File: src/rtl/kse_pkg.sv
// shared types and codes for the keyed stack engine
`default_nettype none
package kse_pkg;

  localparam int unsigned DEPTH_DEFAULT = 16;
  localparam int unsigned KEY_W = 32;

  typedef enum logic [2:0] {
    KIND_PUSH   = 3'd0,
    KIND_POP    = 3'd1,
    KIND_DELETE = 3'd2,
    KIND_INSERT = 3'd3,
    KIND_CLEAR  = 3'd4
  } kse_kind_t;

  typedef enum logic [1:0] {
    ST_OK        = 2'd0,
    ST_EMPTY     = 2'd1,
    ST_NOT_FOUND = 2'd2,
    ST_FULL      = 2'd3
  } kse_status_t;

  // per-step controls broadcast to every cell
  typedef struct packed {
    logic             push_en;
    logic             delete_en;
    logic             insert_en;
    logic [KEY_W-1:0] value;
    logic [KEY_W-1:0] search_key;
  } kse_ctl_t;

endpackage
`default_nettype wire

File: src/rtl/kse_req_if.sv
// request channel: command, key and search key
`default_nettype none
interface kse_req_if;
  logic              valid;
  logic              ready;
  logic [2:0]        kind;
  logic signed [31:0] value;
  logic signed [31:0] search_key;

  modport source (output valid, output kind, output value, output search_key, input ready);
  modport sink (input valid, input kind, input value, input search_key, output ready);
endinterface
`default_nettype wire

File: src/rtl/kse_rsp_if.sv
// response channel: top key, status and entry count
`default_nettype none
interface kse_rsp_if;
  logic               valid;
  logic               ready;
  logic signed [31:0] top_value;
  logic [1:0]         status;
  logic [4:0]         entry_count;

  modport source (output valid, output top_value, output status, output entry_count, input ready);
  modport sink (input valid, input top_value, input status, input entry_count, output ready);
endinterface
`default_nettype wire

File: src/rtl/kse_cell.sv
// one stack slot: key storage, match compare, shift and read chain
`default_nettype none
module kse_cell #(
  parameter int unsigned DEPTH = kse_pkg::DEPTH_DEFAULT,
  parameter int unsigned INDEX = 0,
  localparam int unsigned CW = $clog2(DEPTH + 1),
  localparam int unsigned IW = $clog2(DEPTH)
) (
  input  logic                    clk,
  input  kse_pkg::kse_ctl_t       ctl,
  input  logic [CW-1:0]           count,
  input  logic [IW-1:0]           rd_idx,
  input  logic                    ge_above,
  input  logic                    ge_below,
  input  logic [kse_pkg::KEY_W-1:0] up_entry,
  input  logic [kse_pkg::KEY_W-1:0] down_entry,
  input  logic [kse_pkg::KEY_W-1:0] rd_in,
  output logic                    ge,
  output logic [kse_pkg::KEY_W-1:0] entry,
  output logic [kse_pkg::KEY_W-1:0] rd_out
);
  import kse_pkg::*;

  localparam logic [CW-1:0] IDX_C = CW'(INDEX);
  localparam logic [IW-1:0] IDX_I = IW'(INDEX);

  logic occupied;
  logic match;

  assign occupied = IDX_C < count;
  assign match    = occupied && (entry == ctl.search_key);
  // a match here or anywhere above: this slot is at or below the first match
  assign ge       = match | ge_above;

  always_ff @(posedge clk) begin
    if (ctl.push_en && (count == IDX_C)) begin
      entry <= ctl.value;
    end else if (ctl.delete_en && !ge_above) begin
      entry <= up_entry;
    end else if (ctl.insert_en) begin
      if (!ge_below) begin
        entry <= down_entry;
      end else if (!ge) begin
        entry <= ctl.value;
      end
    end
  end

  assign rd_out = rd_in | ((rd_idx == IDX_I) ? entry : '0);

endmodule
`default_nettype wire

File: src/rtl/keyed_stack_engine.sv
// keyed stack engine top level: command sequencer over a chain of key cells
// sequence: request accepted, the cell chain shifts in the execute step, the top key is
//   read through the read chain in the read step, then the response is registered
// flow: a new request is taken only when idle and the response register is free
// reset: rst (synchronous) empties the stack and drops any pending response;
//   key storage itself is not cleared
`default_nettype none
module keyed_stack_engine #(
  parameter int unsigned DEPTH = kse_pkg::DEPTH_DEFAULT
) (
  input logic      clk,
  input logic      rst,
  kse_req_if.sink  req,
  kse_rsp_if.source rsp
);
  import kse_pkg::*;

  localparam int unsigned CW = $clog2(DEPTH + 1);
  localparam int unsigned IW = $clog2(DEPTH);
  localparam logic [CW-1:0] DEPTH_C = CW'(DEPTH);

  typedef enum logic [2:0] {
    S_IDLE = 3'b001,
    S_EXEC = 3'b010,
    S_RESP = 3'b100
  } state_t;

  state_t state;
  state_t state_next;

  // latched request
  logic [2:0]       kind;
  logic [KEY_W-1:0] value;
  logic [KEY_W-1:0] search_key;

  // stack fill level
  logic [CW-1:0]    count;
  logic [CW-1:0]    count_next;
  logic [CW-1:0]    count_m1;

  // step results held for the read cycle
  kse_status_t      status;
  kse_status_t      status_next;
  logic [IW-1:0]    rd_idx;
  logic             show_none;

  // response register
  logic             out_valid;
  logic [KEY_W-1:0] out_top;
  kse_status_t      out_status;
  logic [4:0]       out_count;

  logic             accept;
  logic             full;
  logic             empty;
  logic             found;
  logic             is_pop;
  kse_ctl_t         ctl;

  // cell chain wiring
  logic [KEY_W-1:0] ent [DEPTH];
  logic [KEY_W-1:0] rd  [DEPTH];
  logic             ge  [DEPTH];

  assign accept    = req.valid && req.ready;
  assign req.ready = (state == S_IDLE) && (!out_valid || rsp.ready);

  assign full   = (count == DEPTH_C);
  assign empty  = (count == '0);
  // bottom of the match chain: some occupied slot matched the search key
  assign found  = ge[0];
  assign is_pop = (kind == KIND_POP);

  // controls only fire in the execute cycle
  always_comb begin
    ctl            = '0;
    ctl.value      = value;
    ctl.search_key = search_key;
    if (state == S_EXEC) begin
      ctl.push_en   = (kind == KIND_PUSH) && !full;
      ctl.delete_en = (kind == KIND_DELETE) && found;
      // insert with no match lands at the bottom, same path as an empty stack
      ctl.insert_en = (kind == KIND_INSERT) && !full;
    end
  end

  // new fill level and status of this step
  always_comb begin
    count_next  = count;
    status_next = ST_OK;
    case (kind)
      KIND_PUSH: begin
        if (full) begin
          status_next = ST_FULL;
        end else begin
          count_next = count + CW'(1);
        end
      end
      KIND_POP: begin
        if (empty) begin
          status_next = ST_EMPTY;
        end else begin
          count_next = count - CW'(1);
        end
      end
      KIND_DELETE: begin
        if (empty) begin
          status_next = ST_EMPTY;
        end else if (!found) begin
          status_next = ST_NOT_FOUND;
        end else begin
          count_next = count - CW'(1);
        end
      end
      KIND_INSERT: begin
        if (full) begin
          status_next = ST_FULL;
        end else begin
          count_next = count + CW'(1);
          if (!empty && !found) begin
            status_next = ST_NOT_FOUND;
          end
        end
      end
      KIND_CLEAR: begin
        count_next = '0;
      end
      default: begin
      end
    endcase
  end

  assign count_m1 = count_next - CW'(1);

  always_comb begin
    state_next = state;
    case (state)
      S_IDLE: begin
        if (accept) begin
          state_next = S_EXEC;
        end
      end
      S_EXEC:  state_next = S_RESP;
      S_RESP:  state_next = S_IDLE;
      default: state_next = S_IDLE;
    endcase
  end

  always_ff @(posedge clk) begin
    if (rst) begin
      state     <= S_IDLE;
      count     <= '0;
      out_valid <= 1'b0;
    end else begin
      state <= state_next;
      if (state == S_EXEC) begin
        count <= count_next;
      end
      if (state == S_RESP) begin
        out_valid <= 1'b1;
      end else if (rsp.ready) begin
        out_valid <= 1'b0;
      end
    end
  end

  // payload registers
  always_ff @(posedge clk) begin
    if (accept) begin
      kind       <= req.kind;
      value      <= req.value;
      search_key <= req.search_key;
    end
    if (state == S_EXEC) begin
      status <= status_next;
      // a popped key still sits in the slot just above the new top
      if (is_pop) begin
        show_none <= empty;
        rd_idx    <= count_next[IW-1:0];
      end else begin
        show_none <= (count_next == '0);
        rd_idx    <= count_m1[IW-1:0];
      end
    end
    if (state == S_RESP) begin
      out_top    <= show_none ? '1 : rd[0];
      out_status <= status;
      out_count  <= 5'(count);
    end
  end

  assign rsp.valid       = out_valid;
  assign rsp.top_value   = out_top;
  assign rsp.status      = out_status;
  assign rsp.entry_count = out_count;

  // row of cells: index 0 is the bottom of the stack
  for (genvar i = 0; i < DEPTH; i++) begin : g_cell
    logic             ge_above;
    logic             ge_below;
    logic [KEY_W-1:0] up_entry;
    logic [KEY_W-1:0] down_entry;
    logic [KEY_W-1:0] rd_in;

    if (i == DEPTH - 1) begin : g_top
      assign ge_above = 1'b0;
      assign up_entry = '0;
      assign rd_in    = '0;
    end else begin : g_mid
      assign ge_above = ge[i+1];
      assign up_entry = ent[i+1];
      assign rd_in    = rd[i+1];
    end

    if (i == 0) begin : g_bot
      assign ge_below   = 1'b1;
      assign down_entry = '0;
    end else begin : g_up
      assign ge_below   = ge[i-1];
      assign down_entry = ent[i-1];
    end

    kse_cell #(
      .DEPTH (DEPTH),
      .INDEX (i)
    ) u_cell (
      .clk        (clk),
      .ctl        (ctl),
      .count      (count),
      .rd_idx     (rd_idx),
      .ge_above   (ge_above),
      .ge_below   (ge_below),
      .up_entry   (up_entry),
      .down_entry (down_entry),
      .rd_in      (rd_in),
      .ge         (ge[i]),
      .entry      (ent[i]),
      .rd_out     (rd[i])
    );
  end

`ifndef SYNTHESIS
  // fill level never passes the capacity
  a_count_bound: assert property (@(posedge clk) disable iff (rst)
    count <= DEPTH_C)
    else $error("stack count above depth");

  // an accepted request always goes to execute next
  a_accept_exec: assert property (@(posedge clk) disable iff (rst)
    accept |=> (state == S_EXEC))
    else $error("accepted request did not execute");

  // execute is always followed by the read step
  a_exec_resp: assert property (@(posedge clk) disable iff (rst)
    (state == S_EXEC) |=> (state == S_RESP))
    else $error("execute not followed by read");

  // the response register is free when a new response is loaded
  a_resp_free: assert property (@(posedge clk) disable iff (rst)
    (state == S_RESP) |-> !out_valid)
    else $error("response overwritten");

  // a response appears right after the read step
  a_resp_valid: assert property (@(posedge clk) disable iff (rst)
    (state == S_RESP) |=> rsp.valid)
    else $error("response missing after read");
`endif

endmodule
`default_nettype wire
File: src/flat_wrapper.sv
// flat-port wrapper written by rule: the top's interface ports become plain ports
module keyed_stack_engine_flat import kse_pkg::*;
#(
  parameter int unsigned DEPTH = kse_pkg::DEPTH_DEFAULT
)
  (clk, rst, req_valid, req_kind, req_value, req_search_key, req_ready, rsp_valid, rsp_top_value, rsp_status, rsp_entry_count, rsp_ready);
  kse_req_if req_i ();
  kse_rsp_if rsp_i ();
  input logic clk;
  input logic rst;
  input wire logic [$bits(req_i.valid)-1:0] req_valid;
  input wire logic [$bits(req_i.kind)-1:0] req_kind;
  input wire logic [$bits(req_i.value)-1:0] req_value;
  input wire logic [$bits(req_i.search_key)-1:0] req_search_key;
  output wire logic [$bits(req_i.ready)-1:0] req_ready;
  output wire logic [$bits(rsp_i.valid)-1:0] rsp_valid;
  output wire logic [$bits(rsp_i.top_value)-1:0] rsp_top_value;
  output wire logic [$bits(rsp_i.status)-1:0] rsp_status;
  output wire logic [$bits(rsp_i.entry_count)-1:0] rsp_entry_count;
  input wire logic [$bits(rsp_i.ready)-1:0] rsp_ready;
  assign req_i.valid = req_valid;
  assign req_i.kind = req_kind;
  assign req_i.value = req_value;
  assign req_i.search_key = req_search_key;
  assign req_ready = req_i.ready;
  assign rsp_valid = rsp_i.valid;
  assign rsp_top_value = rsp_i.top_value;
  assign rsp_status = rsp_i.status;
  assign rsp_entry_count = rsp_i.entry_count;
  assign rsp_i.ready = rsp_ready;
  keyed_stack_engine #(.DEPTH(DEPTH)) u_core (.clk(clk), .rst(rst), .req(req_i), .rsp(rsp_i));
endmodule
File: config.mk
export PLATFORM = sky130hd
export DESIGN_NAME = keyed_stack_engine_flat
export DESIGN_NICKNAME = d
export VERILOG_FILES = /design/src/rtl/kse_pkg.sv /design/src/rtl/kse_req_if.sv /design/src/rtl/kse_rsp_if.sv /design/src/rtl/kse_cell.sv /design/src/rtl/keyed_stack_engine.sv /design/src/flat_wrapper.sv
export SDC_FILE = /design/constraint.sdc
export NUM_CORES = 2
export LEC_CHECK = 0
export ABC_AREA = 1
export BUFFER_PORTS_ARGS = -buffer_cell sky130_fd_sc_hd__clkbuf_2
export CORE_ASPECT_RATIO = 2
export CORE_MARGIN = 5
export CORE_UTILIZATION = 40
export CTS_BUF_LIST = sky130_fd_sc_hd__clkbuf_2 sky130_fd_sc_hd__clkbuf_4 sky130_fd_sc_hd__clkbuf_8
export CTS_CLUSTER_SIZE = 8
export DETAILED_ROUTE_END_ITERATION = 7
export GPL_ROUTABILITY_DRIVEN = 0
export PLACE_DENSITY_LB_ADDON = 0.3
export REMOVE_ABC_BUFFERS = 1
export SLEW_MARGIN = 25
export SYNTH_ARGS = -nofsm -noshare
export SYNTH_HDL_FRONTEND = slang
export SYNTH_HIERARCHICAL = 1
export SYNTH_SLANG_ARGS = --single-unit
File: constraint.sdc
create_clock -name clk -period 18.05 [get_ports clk]
set_input_delay 3.61 -clock clk [delete_from_list [all_inputs] [get_ports clk]]
set_output_delay 3.61 -clock clk [all_outputs]
set_load 0.02 [all_outputs]
==> flow_summary.rst <==
.. list-table::
   :header-rows: 1

   * - Metric
     - Value
   * - Part of the Yosys area used for sequential elements
     - 39.2%
   * - Initial DRC Count
     - 4252
   * - Final Hold Viols
     - 0
   * - Post-synth design cell area
     - 48400 µm²
   * - Die Y-Extent
     - 502 µm
   * - Max-cap violations
     - 0
   * - Class of the most critical hold timing path
     - reg2reg
   * - Footprint of the multi-input gates
     - 24500 µm²
   * - Commonest non-fill, non-tap cell in the layout
     - sky130_fd_sc_hd__nand2_1
   * - LEAKAGE
     - 19.4 nW
   * - DRC violations left
     - 0
   * - Maximum number of pins on one net before global-route repair
     - 148
   * - Max Transition Viols Final
     - 0
   * - Setup TNS
     - 0 ns
   * - Final critical delay including setup and external delays
     - 14.45 ns
   * - Peak Freq
     - 69.2 MHz
   * - Critical path type
     - reg2reg
   * - Number of distinct library cells after synthesis
     - 51
   * - Post-cts resize count
     - 0
   * - Count of flip-flops with a built-in enable after synthesis
     - 625
   * - Core outline area
     - 120000 µm²
   * - GR Util All Layers
     - 26.3%
   * - Commonest non-fill, non-tap cells in the layout
     - sky130_fd_sc_hd__nand2_1, sky130_fd_sc_hd__inv_1, sky130_fd_sc_hd__edfxtp_1
   * - Crit. End Element
     - flop
   * - Seq. cell area
     - 18900 µm²
   * - TritonCTS buffer count
     - 103
   * - Vias per inst
     - 5.79
   * - Number of antenna violations at the first check in global routing
     - 3
   * - Leading register cell type out of synthesis
     - sky130_fd_sc_hd__edfxtp_1
   * - Number of buffers inserted to repair setup after CTS
     - 0
   * - Simple-Gate Fraction of Synth Area
     - 17.2%
   * - Layout filler cell count
     - 12.1k
   * - First-pass GRT wire length
     - 266000 µm
   * - Area fraction in compound gates after synthesis
     - 26.9%
   * - Fraction of synthesized area in multiplexers
     - 0%
   * - Cell Pwr Density
     - 67.1 nW/µm²
   * - Cts-stage hold buffer count
     - 0
   * - Critical path required time
     - 18.70 ns
   * - Synth Area in Adders
     - 0.104%
   * - Via count of the first global-routing pass
     - 44.6k
   * - Maximum clock skew at final layout
     - 0.0342 ns
   * - Worst-case clock buffer depth
     - 3
   * - Congestion Overflow GR
     - 0
   * - Die boundary width
     - 256 µm
   * - Synthesis-stage register bit count
     - 634
   * - Number of top-level design ports
     - 112
   * - Post-DR wirelength/cell
     - 22.9 µm
   * - P&R area growth vs syn
     - 6.68%
   * - Status
     - completed
   * - Most frequent CP cell
     - sky130_fd_sc_hd__nand2_2
   * - Root cell of the clock tree
     - sky130_fd_sc_hd__clkbuf_8
   * - Final HPWL from detailed placement
     - 134000 µm
   * - Master of the slowest instance on the critical path
     - sky130_fd_sc_hd__edfxtp_1
   * - Via Count
     - 44.9k
   * - Ratio of cells with drive above 1 in the final layout
     - 10.8%
   * - Max FO, Critical Path
     - 147
   * - Tcrit/Tclk final
     - 80.1%
   * - Number of cells produced by synthesis
     - 6122
   * - Number of setup violations in the final report
     - 0
   * - Worst skew pair latency
     - 0.84 ns
   * - Peak supply drop
     - 0.0000554 V
   * - CP arrival
     - 15.10 ns
   * - Number of warning messages in the yosys log
     - 6
   * - Tightest slew margin relative to the limit
     - 23.7%
   * - Worst Max-Slew Pin Slew
     - 1.15 ns
   * - Area share of xor/xnor cells in the synthesized design
     - 5.42%
   * - Critical Path Source Type
     - flop
   * - Max stage delay on crit path
     - 1.00 ns
   * - Number of iterations in the first detailed-routing pass
     - 7
   * - Clock-pin slew of the registers on the worst-case setup and hold paths
     - 0.06 ns
   * - Main combinational cell family by area after synthesis
     - compound AO/OA/AOI/OAI gates
   * - Count of H-tree levels built during CTS
     - 3
   * - Clock tree from TritonCTS
     - yes
   * - Smallest hold slack
     - 0.418 ns
   * - Setup repair after global routing missed its margin
     - false
   * - Post-route antenna net violation count
     - 0
   * - Core Rows
     - 180
   * - Clock sink count
     - 634
   * - Die ar.
     - 128000 µm²
   * - Final wirelength
     - 177000 µm
   * - Count of input and output buffers
     - 111
   * - Async set-or-reset flop fraction in the synthesized netlist
     - 0%
   * - Initial core utilization
     - 40.2%
   * - Final-stage net count
     - 6195
   * - Mean area per synthesized cell
     - 7.90 µm²
==> critical path: cells and delay by family, from the launching register on <==
family                 cells  cell delay [ns]
buffers and inverters     22             6.34
and+or+nand+nor           24             6.06
DFF                        1             1.00
AOI/OAI and AO/OA          2             0.36
==> Yosys cell counts, types with 19 or more instances <==
cell type / number / area, µm²
sky130_fd_sc_hd__nand2_1: 1169 / 4390
sky130_fd_sc_hd__inv_1: 726 / 2730
sky130_fd_sc_hd__edfxtp_1: 625 / 18800
sky130_fd_sc_hd__o21bai_1: 488 / 3660
sky130_fd_sc_hd__a31oi_1: 463 / 2900
sky130_fd_sc_hd__a21oi_1: 440 / 2200
sky130_fd_sc_hd__nand3_1: 315 / 1580
sky130_fd_sc_hd__o21ai_0: 258 / 1290
sky130_fd_sc_hd__nor2_1: 246 / 923
sky130_fd_sc_hd__xnor2_1: 244 / 2140
sky130_fd_sc_hd__o22ai_1: 234 / 1460
sky130_fd_sc_hd__clkbuf_1: 158 / 593
sky130_fd_sc_hd__buf_2: 122 / 611
sky130_fd_sc_hd__a21oi_2: 87 / 762
sky130_fd_sc_hd__o21ai_1: 76 / 380
sky130_fd_sc_hd__buf_6: 69 / 777
sky130_fd_sc_hd__xor2_1: 55 / 482
sky130_fd_sc_hd__nand4_1: 53 / 332
sky130_fd_sc_hd__or2_2: 48 / 300
sky130_fd_sc_hd__buf_4: 41 / 308
sky130_fd_sc_hd__inv_2: 35 / 131
sky130_fd_sc_hd__a31o_2: 24 / 210
sky130_fd_sc_hd__nand2_2: 21 / 131
sky130_fd_sc_hd__nor2_2: 19 / 119
==> layer usage <==
metal	routed length [µm]	up-vias	part of all wire (%)	track usage, %
met4	18500	0	10	23.0
li1	-	21100	-	-
met1	57500	20800	32	25.4
met2	91000	2180	51	48.9
met3	10100	760	5.7	3.50
met5	0	-	0	0
==> final timing paths <==
check / startpoint / slack (ns) / cells past startpoint / to
worst max-delay path: u_core/search_key[0] / 3.60 / 48 / u_core/g_cell[12].u_cell/entry[22]
worst min-delay path: u_core/status[0] / 0.42 / 0 / u_core/rsp.status[0]
worst max register to register: u_core/search_key[0] / 3.60 / 48 / u_core/g_cell[12].u_cell/entry[22]
worst min register to register: u_core/status[0] / 0.42 / 0 / u_core/rsp.status[0]
==> where the power goes <==
part	internal (W)	total, W	leakage, nW	switching, W
clock	0.000657	0.00131	1.06	0.000651
sequential	0.00164	0.00169	5.71	0.0000487
combinational	0.000176	0.000463	12.6	0.000287
total	0.00248	0.00346	19.4	0.000987
==> cells by family (layout without fill, tap and decap cells) <==
logic type      after synthesis  count (layout)
compound gates             2081            2081
buf+inv                    1177            1159
fa+ha+maj                     4               4
flops                       634             634
xor+xnor                    299             299
simple gates               1925            1925
other cells                   2             102
==> sequential cells by signal, summed over array words and instances (netlist names) <==
signal / count
u_core/g_cell.u_cell/entry: 512
u_core/count: 5
u_core/show_none: 1
u_core/search_key: 32
u_core/rsp.valid: 1
u_core/rd_idx: 4
u_core/state: 3
u_core/rsp.entry_count: 5
u_core/kind: 3
u_core/rsp.status: 2
u_core/status: 2
u_core/rsp.top_value: 32
u_core/value: 32
==> final cells by class <==
type,count,area share (%)
multi-input combinational,4407,47.4
sequential,634,36.7
inverter,761,5.54
tap,1547,3.75
clock buffer,147,3.42
timing repair buffer,213,2.64
clock inverter,38,0.461
antenna,4,0.0194
==> per-stage QoR <==
stage                     instances  area, µm²  worst slack, ns  util, %  power, W
final                          7751      51600             3.60     42.9   0.00346
after global routing           7749      51600             2.55     42.9   0.00360
after CTS                      7745      51500             3.76     42.8   0.00349
after detailed placement       7560      49500             3.82     41.2   0.00217
after global placement         7560      49500             4.06     41.2   0.00216
after floorplan                5802      46200           -18.20        -   0.00202
Power figures use the tool's default switching activity.
